`src/hdl/sbd_pkg.sv`:
```
`timescale 1ns / 1ps
package sbd_pkg;

  localparam int unsigned CoordW = 16;
  localparam int unsigned TagW   = 8;
  localparam int unsigned SqW    = 33;
  localparam int unsigned KeyW   = 34;
  localparam int unsigned CfgIdxW = 2;

  // configuration register indexes
  typedef enum logic [CfgIdxW-1:0] {
    CFG_REF_X        = 2'd0,
    CFG_REF_Y        = 2'd1,
    CFG_REF_Z        = 2'd2,
    CFG_NEAREST_ONLY = 2'd3
  } cfg_idx_e;

  // one classified point as it travels from front to back
  typedef struct packed {
    logic [TagW-1:0]   tag;
    logic [CoordW-1:0] x;
    logic [CoordW-1:0] y;
    logic [CoordW-1:0] z;
    logic [KeyW-1:0]   key;
    logic              last;
  } point_t;

  typedef enum logic [2:0] {
    ST_LOAD,
    ST_SCAN,
    ST_SETTLE,
    ST_FETCH,
    ST_SEND
  } back_state_e;

endpackage

```
`src/hdl/sbd_front.sv`:
```
`timescale 1ns / 1ps
module sbd_front (
  input  logic                          clk_i,
  input  logic                          rst_ni,
  input  logic                          in_valid_i,
  output logic                          in_stall_o,
  input  logic [sbd_pkg::TagW-1:0]      point_tag_i,
  input  logic signed [sbd_pkg::CoordW-1:0] coord_x_i,
  input  logic signed [sbd_pkg::CoordW-1:0] coord_y_i,
  input  logic signed [sbd_pkg::CoordW-1:0] coord_z_i,
  input  logic                          list_end_i,
  input  logic signed [sbd_pkg::CoordW-1:0] ref_x_i,
  input  logic signed [sbd_pkg::CoordW-1:0] ref_y_i,
  input  logic signed [sbd_pkg::CoordW-1:0] ref_z_i,
  output logic                          push_o,
  output sbd_pkg::point_t               push_data_o,
  input  logic                          full_i
);
  import sbd_pkg::*;

  logic              v_q;
  logic [TagW-1:0]   tag_q;
  logic [CoordW-1:0] x_q, y_q, z_q;
  logic              last_q;
  logic [SqW-1:0]    sqx_q, sqy_q, sqz_q;
  logic signed [CoordW:0]     dx, dy, dz;
  logic signed [2*CoordW+1:0] px, py, pz;
  logic advance;

  // 17-bit signed differences, squared at accept time
  assign dx = {coord_x_i[CoordW-1], coord_x_i} - {ref_x_i[CoordW-1], ref_x_i};
  assign dy = {coord_y_i[CoordW-1], coord_y_i} - {ref_y_i[CoordW-1], ref_y_i};
  assign dz = {coord_z_i[CoordW-1], coord_z_i} - {ref_z_i[CoordW-1], ref_z_i};
  assign px = dx * dx;
  assign py = dy * dy;
  assign pz = dz * dz;

  assign push_o  = v_q && !full_i;
  assign advance = !v_q || push_o;
  assign in_stall_o = !advance;

  always_ff @(posedge clk_i or negedge rst_ni) begin
    if (!rst_ni) begin
      v_q <= 1'b0;
    end else if (advance) begin
      v_q <= in_valid_i;
    end
  end

  always_ff @(posedge clk_i) begin
    if (advance && in_valid_i) begin
      tag_q  <= point_tag_i;
      x_q    <= coord_x_i;
      y_q    <= coord_y_i;
      z_q    <= coord_z_i;
      last_q <= list_end_i;
      sqx_q  <= px[SqW-1:0];
      sqy_q  <= py[SqW-1:0];
      sqz_q  <= pz[SqW-1:0];
    end
  end

  always_comb begin
    push_data_o.tag  = tag_q;
    push_data_o.x    = x_q;
    push_data_o.y    = y_q;
    push_data_o.z    = z_q;
    push_data_o.key  = KeyW'(sqx_q) + KeyW'(sqy_q) + KeyW'(sqz_q);
    push_data_o.last = last_q;
  end

endmodule

```
`config.mk`:
```
export PLATFORM = sky130hd
export DESIGN_NAME = sbd_front
export DESIGN_NICKNAME = d
export VERILOG_FILES = /design/src/hdl/sbd_pkg.sv /design/src/hdl/sbd_front.sv
export SDC_FILE = /design/constraint.sdc
export NUM_CORES = 2
export LEC_CHECK = 0
export BUFFER_PORTS_ARGS = -buffer_cell sky130_fd_sc_hd__clkbuf_2
export CAP_MARGIN = 0
export CORE_MARGIN = 2
export CORE_UTILIZATION = 25
export CTS_CLUSTER_DIAMETER = 60
export DETAILED_ROUTE_END_ITERATION = 8
export SLEW_MARGIN = 5
export SYNTH_ARGS = -nofsm -noshare
export SYNTH_HDL_FRONTEND = slang
export SYNTH_SLANG_ARGS = --single-unit
```
`constraint.sdc`:
```
create_clock -name clk_i -period 10.52 [get_ports clk_i]
set_clock_uncertainty 0.2 [all_clocks]
set_input_delay 1.578 -clock clk_i [delete_from_list [all_inputs] [get_ports clk_i]]
set_output_delay 1.578 -clock clk_i [all_outputs]
set_load 0.005 [all_outputs]
```
==> parameters.txt <==
Parameter                              Value

Status
  Outcome    completed

Synthesis
  Sequential cell area fraction in the yosys report    12.42%
  Synth Cell Area    roughly 37000 um^2
  Number of different library cells in the post-synthesis netlist    83
  Flop and latch count out of synthesis    154
  Cells after Synth    3823
  Post-Syn Area per Cell    9.732 um^2
  EDFF count, synth    between 150 and 200
  Most frequent cell after synthesis    sky130_fd_sc_hd__inv_1
  Cell types with the largest area share after synthesis    sky130_fd_sc_hd__fa_1, sky130_fd_sc_hd__edfxtp_1, sky130_fd_sc_hd__inv_1, sky130_fd_sc_hd__ha_1, sky130_fd_sc_hd__nor2_1
  Area share of the largest cell type after synthesis    44.55%
  Commonest cells in the synthesized netlist    sky130_fd_sc_hd__inv_1, sky130_fd_sc_hd__fa_1, sky130_fd_sc_hd__nor2_1
  Async SR Flop Fraction    0.6494%
  Count of yosys warnings during synthesis    0
  Cell type with the highest aggregate area in the netlist    sky130_fd_sc_hd__fa_1
  Main flop type after synthesis    sky130_fd_sc_hd__edfxtp_1

Worst hold path
  Hold depth    2
  WHS Endpoint    v_q$_DFFE_PN0N_
  Hold path startpoint    v_q$_DFFE_PN0N_
  HP Class    flop to flop

Clocking
  TritonCTS Buffers    17
  Source-to-sink clock delay at the later pin of the worst-skew pair    520 ps
  Sink count of the clock tree    154
  Number of buffers inserted to repair setup after CTS    0
  Post-CTS clock slew at the launch and capture registers of the worst setup and hold paths    80 ps
  Clock Path Buffers    2
  Post-cts gate resize count    0
  TritonCTS clock tree    yes
  H-tree level count    4
  Root cell of the clock tree    sky130_fd_sc_hd__clkbuf_16
  Cts-stage hold buffer count    0

Worst setup path
  R2R Path End    y_q[8]$_DFFE_PP_
  CP required    10580 ps
  Cell depth of the worst flop-to-flop path    3
  Setup crit start kind    input pin
  Worst reg-to-reg setup slack    7510 ps
  Critical path type    input pin to flop
  Cell with the biggest individual delay on the critical path    sky130_fd_sc_hd__xnor2_1
  Critical path capture point type    flop
  Launching element of the worst setup path    ref_z_i[1]
  Maximum fanout along the worst path    10
  Stage delay of the slowest cell on the critical path    730 ps
  Worst R2R Start    v_q$_DFFE_PN0N_
  Top cell by count, worst path    sky130_fd_sc_hd__fa_1
  Data arrival time at the worst-slack endpoint    10070 ps

Layout
  Area added between synthesis and finish    11.80%
  Number of nets in the finished design    5309
  Fill cells    between 15000 and 20000
  Ratio of cells with drive above 1 in the final layout    a little under a tenth
  Non-filler instance count after layout    about 6000

Detailed routing
  Average via count per standard cell    4.324
  Detailed-router iteration count before antenna repair    5
  Residual DRC    0
  Routed WL    92400 um
  Detail Route Antenna Nets    0
  Average wire per standard cell    15.39 um
  Total via count in the routed design    25964
  Initial DRC Count    1295

STA
  RSZ-0062 raised after global routing    false
  Hold Vio Cnt, Final    0
  Number of pins with negative max-slew slack in the final report    0
  Post-layout minimum cycle time    approximately 10000 ps
  Max-Slew Margin vs Limit    22.21%
  Final period utilization    95.18%
  Post-Route Setup TNS    0 ps
  Highest clock frequency the design can meet    0.09988 GHz
  Slew at the pin with the worst max-slew slack    1164 ps
  Total of endpoints with negative setup slack in the final report    0

Placed design
  Placed Instances    5970
  Port Buffer Count    201
  Post-detailed-placement half-perimeter wirelength    around 80000 um
  Final weighted congestion of routability-driven global placement    between 0.8 and 0.9

Global routing
  First-pass GRT wire length    152400 um
  Number of antenna violations at the first check in global routing    1
  Largest net degree at the start of global routing    70
  GRT overflow    0
  Number of global-route vias before repair    28455
  Total global-route track usage    12.71%

Die
  Top-level port count    202
  Vertical die dimension    389.8 um
  Die W    389.8 um
  Site row count    141
  DIE AREA    151900 um^2
  Starting Density    25.17%
  Core footprint    147800 um^2

Flow run
  Maximum Capacitance Violations    0
## worst max-delay path by stage
stage	cells after the start	slack (ps)	end
2_1_floorplan	2	1100	last_q$_DFFE_PP_
3_3_place_gp	33	90	sqz_q[30]$_DFFE_PP_
3_5_place_dp	33	40	sqz_q[30]$_DFFE_PP_
4_1_cts	33	550	sqz_q[30]$_DFFE_PP_
5_1_grt	33	30	sqz_q[30]$_DFFE_PP_
6_report	33	510	sqz_q[30]$_DFFE_PP_
## per-stage QoR
step	hold WS [ps]	util, %	worst slack (ps)	instance area [um^2]
floorplan	402.0	-	1103	37210
global route	537.1	28.13	26.75	41590
detailed placement	497.2	27.76	35.26	41030
finish	512.4	28.14	507.5	41600
global placement	466.3	27.76	85.70	41030
CTS	517.7	28.13	549.7	41590
## placed cells by master (no fill, tap or decap), drive strengths merged, types with 4 or more instances in the layout
cell type	synthesis	final
nor2	322	322
o21bai	12	12
nand2	309	309
edfxtp	153	153
fa	828	828
a21boi	14	14
nor3b	7	7
and2	24	24
o21ai	67	67
nand2b	14	14
nor2b	21	21
nand4	11	11
a221oi	5	5
o211ai	7	7
a211o	4	4
buf	18	93
a21oi	106	106
a31o	4	4
ha	313	313
inv	1067	1077
a311oi	6	6
or2	9	9
nor4	4	4
nand3b	6	6
nand3	24	24
a21o	74	74
clkbuf	61	219
a211oi	8	8
a2111oi	5	5
nor3	22	22
o31ai	10	10
and4	4	4
mux2i	5	5
a31oi	19	19
clkinv	7	9
o21a	18	18
and3	20	20
xnor2	123	123
xor2	50	50
## area by class of cell
class	count	area (um^2)	area share (%)
Timing Repair Buffer	294	1704	4.097
Inverter	1074	4031	9.691
Clock buffer	18	429.2	1.032
Antenna cell	2	5.005	0.01203
Sequential cell	154	4619	11.11
Tap cell	1930	2415	5.805
Multi-Input combinational cell	2518	28260	67.95
Clock inverter	14	128.9	0.3098
## kinds of logic after synthesis
kind of cell / Yosys count / synth area share (%)
xor+xnor: 173 / 4.133
mux: 6 / 0.1648
buf+inv: 1153 / 11.70
simple gates: 810 / 9.365
flops: 154 / 12.42
fa+ha+maj: 1141 / 55.08
other cells: 1 / 0.01008
compound gates: 385 / 7.139
## worst max-delay path, delay by kind of cell
kind                       cells  cell delay (ps)
xor gates and xnor gates       2              810
adders and majority gates      8             3410
AOI/OAI and AO/OA             13             3180
buffers and inverters          8              800
and+or+nand+nor                2              270
## registers in the layout, summed over array words and instances (netlist names)
| signal | count |
|---|---|
| y_q | 16 |
| v_q | 1 |
| tag_q | 8 |
| last_q | 1 |
| sqx_q | 32 |
| z_q | 16 |
| sqy_q | 32 |
| sqz_q | 32 |
| x_q | 16 |
## layer usage
layer / global-route usage [%] / vias to the layer above / wire, um
li1: - / 11994 / -
met4: 3.622 / 0 / 1926
met2: 22.83 / 553 / 47340
met5: 0 / - / 0
met3: 1.422 / 111 / 3740
met1: 16.02 / 13306 / 39390
Power is not shown: default switching activity piles up to over one toggle a cycle in this logic, so the estimate is an artifact.
