--- config.mk ---
export PLATFORM = sky130hd
export DESIGN_NAME = sbd_fifo
export DESIGN_NICKNAME = d
export VERILOG_FILES = /design/src/hdl/sbd_pkg.sv /design/src/hdl/sbd_fifo.sv
export SDC_FILE = /design/constraint.sdc
export NUM_CORES = 1
export LEC_CHECK = 0
export BUFFER_PORTS_ARGS = -buffer_cell sky130_fd_sc_hd__buf_2
export CAP_MARGIN = 20
export CORE_UTILIZATION = 35
export DETAILED_ROUTE_END_ITERATION = 8
export GPL_TIMING_DRIVEN = 0
export SLEW_MARGIN = 20
export SYNTH_ARGS = -nofsm -noshare
export SYNTH_HDL_FRONTEND = slang
export SYNTH_SLANG_ARGS = --single-unit
--- constraint.sdc ---
create_clock -name clk_i -period 4.5 [get_ports clk_i]
set_input_delay 1.125 -clock clk_i [delete_from_list [all_inputs] [get_ports clk_i]]
set_output_delay 1.125 -clock clk_i [all_outputs]
set_load 0.01 [all_outputs]
--- src/hdl/sbd_pkg.sv ---
`timescale 1ns / 1ps
package sbd_pkg;

  localparam int unsigned CoordW = 16;
  localparam int unsigned TagW   = 8;
  localparam int unsigned SqW    = 33;
  localparam int unsigned KeyW   = 34;
  localparam int unsigned CfgIdxW = 2;

  // configuration register indexes
  typedef enum logic [CfgIdxW-1:0] {
    CFG_REF_X        = 2'd0,
    CFG_REF_Y        = 2'd1,
    CFG_REF_Z        = 2'd2,
    CFG_NEAREST_ONLY = 2'd3
  } cfg_idx_e;

  // one classified point as it travels from front to back
  typedef struct packed {
    logic [TagW-1:0]   tag;
    logic [CoordW-1:0] x;
    logic [CoordW-1:0] y;
    logic [CoordW-1:0] z;
    logic [KeyW-1:0]   key;
    logic              last;
  } point_t;

  typedef enum logic [2:0] {
    ST_LOAD,
    ST_SCAN,
    ST_SETTLE,
    ST_FETCH,
    ST_SEND
  } back_state_e;

endpackage

--- src/hdl/sbd_fifo.sv ---
`timescale 1ns / 1ps
module sbd_fifo (
  input  logic            clk_i,
  input  logic            rst_ni,
  input  logic            push_i,
  input  sbd_pkg::point_t push_data_i,
  output logic            full_o,
  input  logic            pop_i,
  output logic            valid_o,
  output sbd_pkg::point_t pop_data_o
);
  import sbd_pkg::*;

  localparam int unsigned Depth = 4;
  localparam int unsigned PtrW  = $clog2(Depth);

  point_t          slot_q [Depth];
  logic [PtrW-1:0] wr_q, rd_q;
  logic [PtrW:0]   cnt_q;

  assign full_o     = (cnt_q == (PtrW+1)'(Depth));
  assign valid_o    = (cnt_q != '0);
  assign pop_data_o = slot_q[rd_q];

  always_ff @(posedge clk_i or negedge rst_ni) begin
    if (!rst_ni) begin
      wr_q  <= '0;
      rd_q  <= '0;
      cnt_q <= '0;
    end else begin
      if (push_i) wr_q <= wr_q + 1'b1;
      if (pop_i)  rd_q <= rd_q + 1'b1;
      if (push_i && !pop_i)      cnt_q <= cnt_q + 1'b1;
      else if (pop_i && !push_i) cnt_q <= cnt_q - 1'b1;
    end
  end

  always_ff @(posedge clk_i) begin
    if (push_i) slot_q[wr_q] <= push_data_i;
  end

endmodule

==> key figures, run 1 <==
STA
  – Max Clock Freq: 309.5 MHz
  – Tightest Pin Transition: 0.6302 ns
  – Setup Viol. Count Final: 0
  – Min Clock Period, post-route: 3.231 ns
  – Worst setup margin: 1.269 ns
  – Crit share post-route: 71.80%
  – RSZ-0062 raised after global routing: false
  – Hold Fails Final Rpt: 0
  – Worst hold slack: 0.4233 ns
  – Final Skew: 0.01572 ns
  – Slew Limit Fails: 0
  – Rel. slew slack: 57.99%

Global routing
  – Initial antenna violation count: 2
  – Gr ovfl total: 0
  – Vias in the first global route: 6772
  – Largest net degree at the start of global routing: 38
  – GRT Util Overall: 13.80%
  – Global-route wire length before repair: 39920 um

Synth
  – Distinct cells, synth: 19
  – Cells after synthesis: 509
  – Syn_nets: 610
  – Mapped cell area: 0.01353 mm^2
  – Syn avg cell area: 26.57 um^2
  – Synthesized flop and latch total: 371
  – Register area share after synthesis: 82.11%
  – Count of warnings emitted by yosys: 0

Power and ir drop
  – Combinational power share: 29.2%
  – Pwr Density: 658.6 mW/mm^2
  – Clk pwr share: 28.0%
  – Switching Fraction: 28.60%
  – P_leak: 0.005625 uW
  – Switching pwr: 3109 uW
  – Cell-internal power: 7762 uW
  – Sequential share of power: 42.8%
  – Peak VDD IR: 0.3912 mV

Floorplanning
  – Die H: 198.6 um
  – Core Region: 0.03784 mm^2
  – Starting Density: 35.74%
  – # IOs: 188
  – Die Wd: 198.6 um
  – DIE AREA: 0.03943 mm^2
  – Row count: 71

Setup path
  – CP bufs+invs: 3
  – Slowest cell on the critical path: mux4_2
  – Kind of critical path: flop to primary output
  – Max incr delay on CP: 0.53 ns
  – Cell chain of the critical path: buf_6, buf_6, mux4_2, buf_2
  – CP Data Required Time: 3.38 ns
  – Critical Path AT: 2.11 ns
  – Worst-path maximum fanout: 10
  – Critical path startpoint category: flop
  – Reg-to-reg slack, setup: 2.45 ns
  – CP most frequent cell: buf_6
  – Crit path max-delay family: buffers and inverters
  – Critical path capture point type: primary output

Detailed routing
  – Via count: 6020
  – Final wirelength: 26300 um
  – Via density: 4.681
  – Wire length per cell: 20.45 um
  – DRC violation total after the first TritonRoute iteration: 202
  – DR DRC count: 0
  – Routed Antenna Nets: 0
  – Pre-Repair DR Iteration Count: 4

Place
  – Port Buffer Count: 187
  – Placed insts: 1215
  – Setup WS pre-CTS: 1.708 ns
  – Final HPWL DP: 15940 um
  – GP Congestion: 0.6481

Finish
  – Final nets: 848
  – Finished Layout Cells: 1286
  – Syn-to-layout area delta: 22.03%
  – Share of cells above drive strength 1: 47.29%
  – Fill cells: 3297
  – Core Util, Final: 43.61%

Clocking
  – CTS tree: built
  – Clock root cell: clkbuf_16
  – CTS sink cnt: 371
  – Worst-path clk slew: 0.05 ns
  – Clock Path Buffers: 3
  – Clock latency on the worst-skew pair: 0.54 ns
  – Total CTS buffers: 41
  – CTS Hold Buffers Added: 0
  – CTS H-Tree Depth: 2
  – Cts repair resizes: 0
  – Post-CTS Setup Bufs: 0

Outcome
  – Status: complete, no violations

Job
  – Max cap viols: 0

Worst hold path
  – Worst hold-check path type: input pin to asynchronous set/reset pin
worst paths after layout:
kind	from	cells after the start	to
worst min register to register	cnt_q[2]	1	cnt_q[2]
worst max register to register	wr_q[0]	5	slot_q[0][38]
worst min-delay path	rst_ni	1	cnt_q[1]
max in group asynchronous	rst_ni	1	rd_q[0]
min in group clk_i	cnt_q[2]	1	cnt_q[2]
worst max-delay path	rd_q[0]	4	pop_data_o[41]
synth_stat cells, drive strengths merged:
| cell | number | area, um^2 |
|---|---|---|
| edfxtp | 364 | 10930 |
| and2 | 4 | 25.02 |
| o21ai | 1 | 5.000 |
| fa | 1 | 20.02 |
| dfrtp | 7 | 175.2 |
| xnor2 | 2 | 17.52 |
| buf | 19 | 150.1 |
| mux4 | 91 | 2049 |
| clkbuf | 1 | 3.750 |
| or3 | 1 | 6.260 |
| mux2 | 1 | 11.26 |
| inv | 4 | 15.01 |
| xor2 | 4 | 35.03 |
| nor2 | 1 | 3.750 |
| nor3b | 1 | 7.510 |
| ha | 5 | 62.56 |
| nand2 | 2 | 7.510 |
area by class of cell:
| cell class | count | area, um^2 | area share (%) |
|---|---|---|---|
| antenna | 1 | 2.502 | 0.01516 |
| buffer | 20 | 153.9 | 0.9325 |
| clock buffer | 50 | 1060 | 6.421 |
| clock inverter | 20 | 148.9 | 0.9021 |
| inverter | 4 | 15.01 | 0.09097 |
| multi-input combinational | 114 | 2261 | 13.70 |
| sequential | 371 | 11110 | 67.29 |
| tap | 511 | 639.4 | 3.874 |
| timing repair buffer | 195 | 1119 | 6.777 |
layer usage:
metal / global-route usage, % / vias up / routed length (um)
li1: - / 2675 / -
met1: 17.63 / 3152 / 11510
met2: 22.29 / 138 / 12660
met3: 3.594 / 53 / 1416
met4: 5.897 / 2 / 701
met5: 0 / - / 10
metrics by stage:
| stage | power [uW] | area (um^2) | TNS, ns |
|---|---|---|---|
| global placement | 8008 | 15100 | -492.47 |
| detailed placement | 8023 | 15290 | 0 |
| finish | 10870 | 16500 | 0 |
| global route | 11450 | 16500 | 0 |
| floorplan | 6737 | 13530 | 0 |
| CTS | 11120 | 16500 | 0 |
logic make-up after synthesis:
kind of cell	after synthesis	synth area share, %
DFF	371	82.11
and+or+nand+nor	9	0.3700
xor gates and xnor gates	6	0.3885
buffers and inverters	24	1.249
adders and majority gates	6	0.6106
muxes	92	15.24
AOI/OAI and AO/OA	1	0.03697
state kept, by name, summed over array words and instances, names as in the netlist:
| name | cells |
|---|---|
| slot_q | 364 |
| wr_q | 2 |
| rd_q | 2 |
| cnt_q | 3 |
power groups by stage:
stage	clock network, uW	logic, uW	registers (uW)
after floorplan	0	2000	4740
after global placement	0	3170	4840
after detailed placement	0	3290	4730
after CTS	3160	3300	4660
after global routing	3280	3470	4700
final	3050	3170	4650
layout by cell type, fill, tap and decap left out:
| master | Yosys | layout |
|---|---|---|
| buf_6 | 8 | 8 |
| clkinvlp_4 | 0 | 2 |
| xor2_1 | 4 | 4 |
| mux4_2 | 91 | 91 |
| dfrtp_1 | 7 | 7 |
| buf_2 | 9 | 196 |
| clkbuf_1 | 1 | 10 |
| or3_1 | 1 | 1 |
| edfxtp_1 | 364 | 364 |
| clkinv_1 | 0 | 5 |
| nor2_1 | 1 | 1 |
| inv_1 | 4 | 4 |
| nor3b_1 | 1 | 1 |
| o21ai_0 | 1 | 1 |
| mux2_2 | 1 | 1 |
| buf_12 | 0 | 5 |
| nand2_1 | 2 | 2 |
| clkbuf_16 | 0 | 41 |
| diode_2 | 0 | 1 |
| and2_4 | 0 | 4 |
| buf_16 | 0 | 3 |
| bufinv_16 | 0 | 2 |
| ha_1 | 5 | 5 |
| buf_4 | 2 | 2 |
| clkinv_2 | 0 | 11 |
| fa_1 | 1 | 1 |
| xnor2_1 | 2 | 2 |
(Power assumes the default switching activity.)
==> run 2, diff against run 1 <==
==> constraint.sdc (replaced) <==
create_clock -name clk_i -period 3 [get_ports clk_i]
set_input_delay 0.75 -clock clk_i [delete_from_list [all_inputs] [get_ports clk_i]]
set_output_delay 0.75 -clock clk_i [all_outputs]
set_load 0.01 [all_outputs]
==> key figures, run 2 (synthesis results as in run 1) <==
Job
  – Max cap viols: 0

Place
  – GP Congestion: 0.6303
  – Final HPWL DP: 15770 um
  – Port Buffer Count: 187
  – Placed insts: 1215

STA
  – Final Skew: 0.01131 ns
  – Setup Viol. Count Final: 0
  – Min Clock Period, post-route: 2.865 ns
  – Crit share post-route: 95.51%
  – Max Clock Freq: 349.0 MHz
  – RSZ-0062 raised after global routing: false
  – Rel. slew slack: 53.27%
  – Hold Fails Final Rpt: 0
  – Tightest Pin Transition: 0.7009 ns
  – Slew Limit Fails: 0

Clocking
  – Total CTS buffers: 41
  – CTS tree: built
  – Worst-path clk slew: 0.06 ns
  – CTS sink cnt: 371
  – Clock root cell: clkbuf_16
  – CTS Hold Buffers Added: 0
  – CTS H-Tree Depth: 2
  – Clock Path Buffers: 3
  – Clock latency on the worst-skew pair: 0.54 ns

Finish
  – Finished Layout Cells: 1289
  – Share of cells above drive strength 1: 46.19%
  – Largest reg by FF count: slot_q
  – Commonest non-fill, non-tap cell in the layout: edfxtp_1
  – Commonest non-fill, non-tap cells in the layout: edfxtp_1 (364), buf_2 (193), mux4_2 (91), clkbuf_16 (41), clkinv_1 (15)
  – Max reg flops: 364
  – Largest regs: slot_q x364, cnt_q x3
  – Core Util, Final: 43.63%
  – Final nets: 848
  – Syn-to-layout area delta: 22.07%

Outcome
  – Status: complete, no violations

Detailed routing
  – Pre-Repair DR Iteration Count: 4
  – Final wirelength: 25890 um
  – Wire length per cell: 20.09 um
  – Via density: 4.721
  – Via count: 6085
  – DRC violation total after the first TritonRoute iteration: 242
  – DR DRC count: 0
  – Routed Antenna Nets: 0

Floorplanning
  – # IOs: 188
  – Starting Density: 35.74%
  – DIE AREA: 0.03943 mm^2
  – Die Wd: 198.6 um
  – Core Region: 0.03784 mm^2
  – Row count: 71
  – Die H: 198.6 um

Setup path
  – CP Data Required Time: 2.25 ns
  – Critical path startpoint category: flop
  – Worst-path maximum fanout: 10
  – Kind of critical path: flop to primary output
  – Critical Path AT: 2.12 ns
  – Critical path capture point type: primary output

Global routing
  – Largest net degree at the start of global routing: 45
  – GRT Util Overall: 13.50%
  – Vias in the first global route: 6626
  – Global-route wire length before repair: 39300 um
  – Initial antenna violation count: 4
  – Gr ovfl total: 0

Power and ir drop
  – Pwr Density: 982.2 mW/mm^2
  – Peak VDD IR: 0.5551 mV
  – P_leak: 0.005616 uW

Worst hold path
  – Worst hold-check path type: input pin to asynchronous set/reset pin
run 2: report_power, final:
part	internal (uW)	total [uW]	switching, uW	leakage, uW
Sequential	6770	6980	208	0.00343
Combinational	2230	4760	2540	0.00161
Clock	2580	4480	1890	0.000577
Total	11600	16200	4640	0.00562
run 2: repair_timing:
action / in CTS / in global routing
setup buffers: 0 / 0
hold endpoints to repair: 0 / 0
setup endpoints to repair: 0 / 12
resized for setup: 0 / 4
run 2: layer usage:
| layer | wire length, um | GRT usage (%) |
|---|---|---|
| met1 | 11010 | 17.21 |
| met2 | 12620 | 21.87 |
| met3 | 1595 | 3.730 |
| met4 | 641 | 5.356 |
| met5 | 30 | 0 |
run 2: through the flow:
step / hold WS (ns) / area, um^2 / setup WS, ns / power [uW] / setup TNS [ns]
floorplan: 0.4491 / 13530 / 0.6704 / 10060 / 0
global placement: 0.4697 / 15110 / -0.5302 / 11880 / -185.21
detailed placement: 0.4701 / 15310 / 0.5000 / 12020 / 0
CTS: 0.006228 / 16490 / 0.005265 / 16570 / 0
global route: 0.02825 / 16510 / 0.0005602 / 17080 / 0
finish: 0.03760 / 16510 / 0.1348 / 16220 / 0
run 2: path summary, 6_finish.rpt:
path	from	endpoint	slack (ns)	cells past startpoint
min reg2reg	cnt_q[2]	cnt_q[2]	0.48	1
max reg2reg	wr_q[1]	slot_q[1][31]	0.91	5
min	rst_ni	cnt_q[2]	0.04	1
max	rd_q[0]	pop_data_o[47]	0.13	4
max in group asynchronous	rst_ni	wr_q[1]	2.80	1
min in group clk_i	push_data_i[85]	slot_q[0][85]	0.42	1
run 2: final cells by class:
type / count / area [um^2]
antenna: 3 / 7.507
buffer: 20 / 165.2
clock buffer: 49 / 1056
clock inverter: 22 / 127.6
fill: 3306 / 21330
inverter: 4 / 15.01
multi-input combinational: 114 / 2261
sequential: 371 / 11110
tap: 511 / 639.4
timing repair buffer: 195 / 1134
run 2: critical path, stage by stage (launching register included):
cell     delay (ns)
dfrtp_1        0.42
buf_8          0.22
buf_6          0.22
mux4_2         0.54
buf_2          0.17
==> run 3, diff against run 2 <==
--- a/config.mk
+++ b/config.mk
@@ -8,8 +8,10 @@
 export BUFFER_PORTS_ARGS = -buffer_cell sky130_fd_sc_hd__buf_2
 export CAP_MARGIN = 20
 export CORE_UTILIZATION = 35
+export CTS_BUF_LIST = sky130_fd_sc_hd__clkbuf_8
 export DETAILED_ROUTE_END_ITERATION = 8
 export GPL_TIMING_DRIVEN = 0
+export HOLD_SLACK_MARGIN = 0.02
 export SLEW_MARGIN = 20
 export SYNTH_ARGS = -nofsm -noshare
 export SYNTH_HDL_FRONTEND = slang
==> key figures, run 3 (synthesis results as in run 1) <==
Global routing
  – Gr ovfl total: 0
  – GRT Util Overall: 13.62%
  – Global-route wire length before repair: 39630 um
  – Largest net degree at the start of global routing: 45
  – Initial antenna violation count: 4
  – Vias in the first global route: 6848

Setup path
  – Crit path max-delay family: buffers and inverters
  – Max incr delay on CP: 0.53 ns
  – Cell chain of the critical path: buf_12, buf_6, mux4_2, buf_2
  – Critical path startpoint category: flop
  – Critical path capture point type: primary output
  – Worst-path maximum fanout: 10
  – Kind of critical path: flop to primary output
  – Critical Path AT: 2.10 ns
  – Slowest cell on the critical path: mux4_2
  – CP bufs+invs: 3
  – CP Data Required Time: 2.25 ns

Finish
  – Largest regs: slot_q x364, cnt_q x3
  – Finished Layout Cells: 1330
  – Max reg flops: 364
  – Commonest non-fill, non-tap cell in the layout: edfxtp_1
  – Area of the multi-input gates: 0.002261 mm^2
  – Syn-to-layout area delta: 22.32%
  – Fill cells: 3308
  – Register area: 0.01111 mm^2
  – Final nets: 868
  – Largest reg by FF count: slot_q
  – Commonest non-fill, non-tap cells in the layout: edfxtp_1 (364), buf_2 (190), mux4_2 (91), clkbuf_8 (65), inv_1 (22)
  – Share of cells above drive strength 1: 47.55%

Clocking
  – Clock latency on the worst-skew pair: 0.62 ns
  – Total CTS buffers: 60
  – Clock root cell: clkbuf_8
  – Worst-path clk slew: 0.06 ns
  – Clock Path Buffers: 3
  – CTS H-Tree Depth: 2
  – CTS tree: built
  – CTS sink cnt: 371

STA
  – Tightest Pin Transition: 0.7069 ns
  – Final Skew: 0.01184 ns
  – Setup Viol. Count Final: 0
  – Slew Limit Fails: 0
  – Min Clock Period, post-route: 2.854 ns
  – RSZ-0062 raised after global routing: false
  – Total negative slack: 0 ns
  – Worst setup margin: 0.1461 ns
  – Hold Fails Final Rpt: 0
  – Worst hold slack: 0.3468 ns
  – Max Clock Freq: 350.4 MHz
  – Crit share post-route: 95.13%
  – Rel. slew slack: 52.88%

Floorplanning
  – Starting Density: 35.74%
  – Die H: 198.6 um
  – Row count: 71
  – Core Region: 0.03784 mm^2
  – Die Wd: 198.6 um
  – DIE AREA: 0.03943 mm^2
  – # IOs: 188

Outcome
  – Status: complete, no violations

Place
  – Setup WS pre-CTS: 0.5000 ns
  – Final HPWL DP: 15770 um
  – Placed insts: 1215
  – GP Congestion: 0.6303
  – Port Buffer Count: 187

Detailed routing
  – Via density: 4.651
  – Final wirelength: 26120 um
  – Wire length per cell: 19.64 um
  – Via count: 6186
  – DRC violation total after the first TritonRoute iteration: 220
  – Pre-Repair DR Iteration Count: 4
  – Routed Antenna Nets: 0
  – DR DRC count: 0

Power and ir drop
  – Pwr Total: 16040 uW
  – Peak VDD IR: 0.4750 mV
  – P_leak: 0.005727 uW
  – Pwr Density: 969.5 mW/mm^2

Job
  – Max cap viols: 0

Worst hold path
  – Worst hold-check path type: input pin to flop
-- run 3: changes by cell type in the layout (fill, tap and decap cells not counted), moves of 2 or more --
cell       before  now
clkbuf_16      41    0
clkbuf_4        3    0
clkbuf_8        0   65
buf_6           7    5
bufinv_16       1    4
clkbuf_1        9    1
inv_1           4   22
buf_4           2    8
clkinv_2        3    7
buf_2         193  190
-- run 3: path summary, 6_finish.rpt --
kind                            startpoint              to  slack, ns  depth (start not counted)
max in group asynchronous           rst_ni         rd_q[0]       2.32                          2
min reg2reg                       cnt_q[2]        cnt_q[2]       0.48                          1
min in group asynchronous           rst_ni        cnt_q[2]       0.50                          2
max reg2reg                        wr_q[1]   slot_q[1][13]       0.91                          5
min                        push_data_i[44]   slot_q[1][44]       0.35                          1
max                                rd_q[0]  pop_data_o[11]       0.15                          4
-- run 3: report_power, final --
part / switching [uW] / internal [uW]
Combinational: 2540 / 2260
Clock: 1930 / 2330
Sequential: 210 / 6770
Total: 4670 / 11400
-- run 3: timing repair --
action | 4_1_cts | 5_1_grt
setup endpoints to repair | 88 | 1
gates cloned | 0 | 0
endpoints found under the hold margin | 7 | 0
buffers inserted | 0 | 0
gates resized for setup | 10 | 1
hold buffers | 1 | 0
-- run 3: cell type report --
class,count,share of cell area (%)
diodes,3,0.04538
plain buffers,20,1.119
clock buffers,65,5.407
clock inverters,46,1.762
inverters,4,0.09075
multi-input cells,114,13.67
flip-flops and latches,371,67.13
well taps,511,3.864
repair buffers,196,6.912
-- run 3: through the flow --
stage	util, %	instance area [um^2]
2_1_floorplan	-	13530
3_3_place_gp	39.92	15110
3_5_place_dp	40.45	15310
4_1_cts	43.69	16530
5_1_grt	43.71	16540
6_report	43.72	16540
-- run 3: routing by layer --
| metal | vias up | wire length (um) | track usage [%] |
|---|---|---|---|
| met5 | - | 30 | 0 |
| met1 | 3218 | 11100 | 16.92 |
| li1 | 2735 | - | - |
| met4 | 4 | 588 | 6.211 |
| met3 | 46 | 1648 | 4.188 |
| met2 | 183 | 12750 | 21.86 |
